==> src/hw/rtl/eih_pkg.sv <==
// Shared types and constants of the event interval histogram.
package eih_pkg;

	// Counters stop at this value instead of wrapping.
	localparam logic [31:0] SAT_COUNT = 32'hFFFF_FFFF;

	// One request: a timestamp event or a histogram bin read.
	typedef struct packed {
		logic        command;
		logic [31:0] time_sec;
		logic [29:0] time_nsec;
		logic [9:0]  bin_index;
	} eih_req_t;

	// One response to a request.
	typedef struct packed {
		logic [31:0] bin_count;
		logic [31:0] max_period_ms;
		logic        interval_recorded;
	} eih_rsp_t;

	// Request state handed from the interval pipeline to the bin update stage.
	typedef struct packed {
		logic        valid;
		logic        is_read;
		logic        recorded;
		logic        oob;
		logic [31:0] ms;
	} eih_op_t;

	// Request commands.
	localparam logic CMD_EVENT = 1'b0;
	localparam logic CMD_READ  = 1'b1;

endpackage

==> src/hw/rtl/eih_interval.sv <==
// Event counting and millisecond interval pipeline that picks the histogram bin.
module eih_interval #(
	parameter int NUM_BINS = 1024,
	localparam int AW = $clog2(NUM_BINS)
) (
	input  logic             clk,
	input  logic             arst_n,
	input  logic             en,
	input  logic             accept,
	input  eih_pkg::eih_req_t req,
	input  logic             cfg_wr_en,
	input  logic [7:0]       cfg_wr_data,
	output eih_pkg::eih_op_t op,
	output logic [AW-1:0]    addr
);

	import eih_pkg::*;

	// Offset that keeps the biased nanosecond term nonnegative.
	localparam logic [31:0] NSEC_BIAS  = 32'd1074999999;
	localparam logic [11:0] BIAS_MS    = 12'd1074;
	// Reciprocal of one million, exact for 32-bit dividends with a shift of 50.
	localparam logic [31:0] RECIP_MS   = 32'h431B_DE83;
	localparam logic [31:0] NS_PER_MS  = 32'd1000000;
	localparam logic signed [43:0] MS_PER_SEC = 44'sd1000;
	localparam logic signed [43:0] LAST_BIN   = 44'(NUM_BINS - 1);

	logic [31:0] prev_sec_q;
	logic [29:0] prev_nsec_q;
	logic [31:0] event_total_q;
	logic [7:0]  discard_q;
	logic [31:0] total_next;
	logic        elig_next;

	logic               v_s1, v_s2, v_s3;
	logic               rd_s1, rd_s2, rd_s3;
	logic               elig_s1, elig_s2, elig_s3;
	logic [9:0]         idx_s1, idx_s2, idx_s3;
	logic signed [32:0] ds_s1;
	logic [31:0]        y_s1, y_s2;
	logic [63:0]        prod_s2;
	logic signed [43:0] ds1k_s2;
	logic signed [43:0] f_s3;
	logic               rnz_s3;

	logic [11:0] quot;
	logic [31:0] quot_ns;
	logic        neg, minus1, ms_large, last;

	assign total_next = (event_total_q == SAT_COUNT) ? event_total_q : event_total_q + 32'd1;
	assign elig_next  = (prev_sec_q != '0) && (total_next > {24'd0, discard_q});

	always_ff @(posedge clk or negedge arst_n) begin
		if (!arst_n) begin
			prev_sec_q    <= '0;
			prev_nsec_q   <= '0;
			event_total_q <= '0;
			discard_q     <= 8'd10;
			v_s1          <= 1'b0;
			v_s2          <= 1'b0;
			v_s3          <= 1'b0;
		end else begin
			if (cfg_wr_en) begin
				discard_q <= cfg_wr_data;
			end
			if (accept && req.command == CMD_EVENT) begin
				event_total_q <= total_next;
				prev_sec_q    <= req.time_sec;
				prev_nsec_q   <= req.time_nsec;
			end
			if (en) begin
				v_s1 <= accept;
				v_s2 <= v_s1;
				v_s3 <= v_s2;
			end
		end
	end

	// The quotient of the biased term by one million; it stays below 4096.
	assign quot    = prod_s2[61:50];
	assign quot_ns = 32'(quot) * NS_PER_MS;

	always_ff @(posedge clk) begin
		if (en) begin
			rd_s1   <= req.command;
			elig_s1 <= elig_next && (req.command == CMD_EVENT);
			idx_s1  <= req.bin_index;
			ds_s1   <= $signed({1'b0, req.time_sec}) - $signed({1'b0, prev_sec_q});
			y_s1    <= {2'b00, req.time_nsec} + NSEC_BIAS - {2'b00, prev_nsec_q};

			rd_s2   <= rd_s1;
			elig_s2 <= elig_s1;
			idx_s2  <= idx_s1;
			y_s2    <= y_s1;
			prod_s2 <= 64'(y_s1) * 64'(RECIP_MS);
			ds1k_s2 <= 44'(ds_s1) * MS_PER_SEC;

			rd_s3   <= rd_s2;
			elig_s3 <= elig_s2;
			idx_s3  <= idx_s2;
			f_s3    <= ds1k_s2 + $signed(44'(quot)) - $signed(44'(BIAS_MS));
			rnz_s3  <= (y_s2 != quot_ns);
		end
	end

	// f_s3 is the millisecond quotient rounded up (ceiling); truncation toward zero only
	// differs from it when it is positive with a nonzero remainder.
	assign neg      = f_s3[43];
	assign minus1   = (f_s3 == '1);
	assign ms_large = !neg && (f_s3[42:32] != '0);
	assign last     = !neg && (f_s3 >= LAST_BIN);

	always_comb begin
		op.valid    = v_s3;
		op.is_read  = rd_s3;
		op.recorded = v_s3 && !rd_s3 && elig_s3 && (!neg || (minus1 && rnz_s3));
		op.oob      = (32'(idx_s3) >= 32'(NUM_BINS));
		if (neg) begin
			op.ms = '0;
		end else if (ms_large) begin
			op.ms = SAT_COUNT;
		end else begin
			op.ms = f_s3[31:0];
		end
		if (rd_s3) begin
			addr = AW'(idx_s3);
		end else if (last) begin
			addr = AW'(NUM_BINS - 1);
		end else if (neg) begin
			addr = '0;
		end else begin
			addr = f_s3[AW-1:0];
		end
	end

endmodule

==> config.mk <==
export PLATFORM = sky130hd
export DESIGN_NAME = eih_interval
export DESIGN_NICKNAME = d
export VERILOG_FILES = /design/src/hw/rtl/eih_pkg.sv /design/src/hw/rtl/eih_interval.sv
export SDC_FILE = /design/constraint.sdc
export NUM_CORES = 2
export LEC_CHECK = 0
export ABC_AREA = 1
export CAP_MARGIN = 20
export CORE_MARGIN = 2
export CORE_UTILIZATION = 55
export CTS_BUF_LIST = sky130_fd_sc_hd__clkbuf_8
export CTS_CLUSTER_SIZE = 20
export DETAILED_ROUTE_END_ITERATION = 6
export DONT_BUFFER_PORTS = 1
export HOLD_SLACK_MARGIN = 0.06
export PLACE_DENSITY = 0.75
export SETUP_SLACK_MARGIN = 0.2
export SKIP_CTS_REPAIR_TIMING = 1
export SLEW_MARGIN = 20
export SYNTH_ARGS = -nofsm -noshare
export SYNTH_HDL_FRONTEND = slang
export SYNTH_SLANG_ARGS = --single-unit
==> constraint.sdc <==
create_clock -name clk -period 17 [get_ports clk]
set_input_delay 0.85 -clock clk [delete_from_list [all_inputs] [get_ports clk]]
set_output_delay 0.85 -clock clk [all_outputs]
set_load 0.05 [all_outputs]
==> impl_metrics.py <==
metrics = {
    "cells_and_area": {
        "nets": 6763,
        "layout_commonest_cell": "inv_1",
        "fillers": 7655,
        "area_growth_pct": 5.73,
        "final_cell_mix": "inv_1 (1325), nand2_1 (814), ha_1 (718)",
        "drive_above_1_share": 0.0321,
    },
    "cts": {
        "cts-buffers-inserted": 66,
        "cts_buffer_depth": 3,
        "cts_tree": "yes",
        "path_clk_slew_ns": 0.06,
        "cts.sinks": 336,
        "root_buffer": "clkbuf_8",
        "insertion_delay_ns": 0.70,
        "htreeDepth": 3,
    },
    "synth": {
        "synthesis.nets": 6727,
        "ys_ff_latch": 336,
        "syn_area_per_cell_um2": 8.65,
        "syn_area_um2": 46600,
        "async_reset_ff_frac": 0.313,
        "synth_edf_count": 231,
        "yosys_warnings": 0,
        "ys_types": 59,
        "syn_inst": 5390,
        "ys_seq_area_frac": 0.205,
        "synth_flop_cell": "edfxtp_1",
    },
    "die": {
        "fp.dieH_um": 295,
        "die_area_um2": 87100,
        "rows": 106,
        "io_pins": 132,
        "core_area_um2": 83800,
        "initial_core_util": 0.556,
        "die_w_um": 295,
    },
    "sta": {
        "worst_slack_ns": 9.74,
        "rsz0062_at_grt": "false",
        "final.setup.tns_ns": 0,
        "clock_skew_ns": 0.0261,
        "period_share": 0.427,
        "finalHoldViolCount": 0,
        "fin_crit_ns": 7.26,
        "worst-slew-pin-transition_ns": 1.16,
        "holdWs_ns": 0.0410,
        "setup_violations": 0,
        "timing.fmax_mhz": 138,
        "final_max_slew_viol_count": 0,
        "max_slew_margin": 0.222,
    },
    "setup_path": {
        "path_delay_family": "adder cells",
        "cp.depth": 21,
        "cpMostUsedCell": "fa_1",
        "crit_type": "flop to flop",
        "reg2reg_to": "prod_s2[60]",
        "cp-end-kind": "flop",
        "cpMaxStageDelayCell": "edfxtp_1",
        "critPathLaunch": "y_s1[16]",
        "worstPathMaxFanout": 9,
        "rrSetupSlack_ns": 9.74,
        "r2r-start": "y_s1[16]",
        "start_kind": "flop",
        "endpoint": "prod_s2[60]",
        "reg2regPathDepth": 21,
        "cpPeakStageDelay_ns": 0.72,
        "cp_num_buf_inv": 4,
        "worstPathCellList": "inv_1, fa_1, fa_1, fa_1, fa_1, inv_1, fa_1, fa_1, fa_1, inv_1, fa_1, inv_1, ha_1, a21oi_1, o21a_1, a21boi_0, o21ai_0, o21ai_0, nand2_1, nand2_1, nand2_1",
        "worstPathRequired_ns": 17.45,
        "worst_ep_arrival_time_ns": 7.71,
    },
    "hold_path": {
        "hold_class": "primary input to asynchronous set/reset pin",
    },
    "global_route": {
        "grt_usage": 0.296,
        "grt_pass1_wl_mm": 199,
        "grt_pass1_vias": 36600,
        "gr-total-overflow": 0,
        "grt_max_degree": 237,
        "antenna_found_initial": 1,
    },
    "drt": {
        "vias": 35700,
        "viasPerCell": 5.40,
        "drc": 0,
        "drtPass1Iterations": 5,
        "routed_wl_mm": 124,
        "avgRoutedWirePerCell_um": 18.8,
        "drt_iter0_drc": 2564,
        "ant_nets": 0,
    },
    "place": {
        "gp_congestion": 1.02,
        "place_ws_ns": 9.79,
        "place.port_buffers": 0,
        "hpwlAfterDp_mm": 106,
    },
    "run_status": {
        "outcome": "completed",
    },
    "job": {
        "max-cap-violations": 0,
    },
}
==> Yosys cell counts (3+ instances only) <==
master | n | area (µm²)
nand4_1 | 60 | 375
fa_1 | 533 | 10700
nor3_1 | 46 | 230
o211ai_1 | 5 | 37.5
nand3b_1 | 11 | 82.6
o21ai_2 | 5 | 43.8
nand3_1 | 152 | 761
o21bai_1 | 37 | 278
buf_4 | 3 | 22.5
nor2_2 | 10 | 62.6
buf_6 | 3 | 33.8
ha_1 | 718 | 8980
nand2_1 | 814 | 3060
edfxtp_1 | 231 | 6940
o21ai_1 | 15 | 75.1
o221ai_1 | 5 | 43.8
o2111ai_1 | 3 | 26.3
a21o_1 | 39 | 293
or2_2 | 13 | 81.3
inv_1 | 1312 | 4920
xor2_1 | 145 | 1270
a21oi_1 | 260 | 1300
a31oi_1 | 51 | 319
o21a_1 | 13 | 97.6
nand2_2 | 9 | 56.3
nor4_1 | 22 | 138
nor2_1 | 381 | 1430
a21boi_0 | 9 | 67.6
nor2_4 | 7 | 78.8
o21ai_0 | 234 | 1170
xnor2_1 | 64 | 561
o22ai_1 | 5 | 31.3
a21oi_2 | 4 | 35.0
dfrtp_1 | 103 | 2580
inv_2 | 6 | 22.5
clkbuf_1 | 29 | 109
==> state kept, by name, indices dropped and copies added (netlist names), 8 cells and up <==
name and cells:
prev_nsec_q 30, y_s2 32, prev_sec_q 32, prod_s2 12
discard_q 8, ds1k_s2 41, f_s3 44, event_total_q 32
ds_s1 33, idx_s2 10, y_s1 32, idx_s1 10
idx_s3 10
==> metal layers <==
layer / global-route usage / up-vias / part of all wire
met4: 0.104 / 0 / 0.036
li1: - / 17200 / -
met2: 0.467 / 1114 / 0.44
met1: 0.404 / 17200 / 0.44
met3: 0.0619 / 228 / 0.077
met5: 0 / - / 0
==> worst min path at each step <==
stage               startpoint              to  slack, ns  cells after the start
floorplan              elig_s1         elig_s2       0.40                      0
CTS                     arst_n  prev_sec_q[30]      -0.21                      0
detailed placement   idx_s2[4]       idx_s3[4]       0.40                      0
global route            arst_n  prev_sec_q[30]       0.06                      1
finish                  arst_n  prev_sec_q[30]       0.04                      1
global placement     idx_s1[4]       idx_s2[4]       0.40                      0
==> cells by family after synthesis <==
logic type	after synthesis	synth area share
compound gates	696	0.0843
xor+xnor	209	0.0393
fa+ha+maj	1251	0.422
buf+inv	1355	0.110
flops	336	0.205
mux	2	0.000483
other cells	1	0.0000804
simple gates	1540	0.139
==> cell type report <==
| cell class | count | area, µm² | area share |
|---|---|---|---|
| Clock inverter | 42 | 287 | 0.00581 |
| Tap cell | 1134 | 1420 | 0.0288 |
| Antenna cell | 3 | 7.51 | 0.000152 |
| Clock buffer | 76 | 1050 | 0.0212 |
| Inverter | 1319 | 4950 | 0.100 |
| Timing Repair Buffer | 4 | 50.0 | 0.00102 |
| Multi-Input combinational cell | 3699 | 32000 | 0.648 |
| Sequential cell | 336 | 9570 | 0.194 |
==> per-stage QoR <==
stage	std cells	util	area [µm²]
final	6613	0.588	49300
after global routing	6612	0.588	49300
after CTS	6609	0.588	49200
after detailed placement	6491	0.572	47900
after global placement	6490	0.571	47900
after floorplan	5390	-	46600
Power is left out: the tool's default activity adds up to more than one toggle a clock period on the data nets, which glitch-free logic cannot reach.
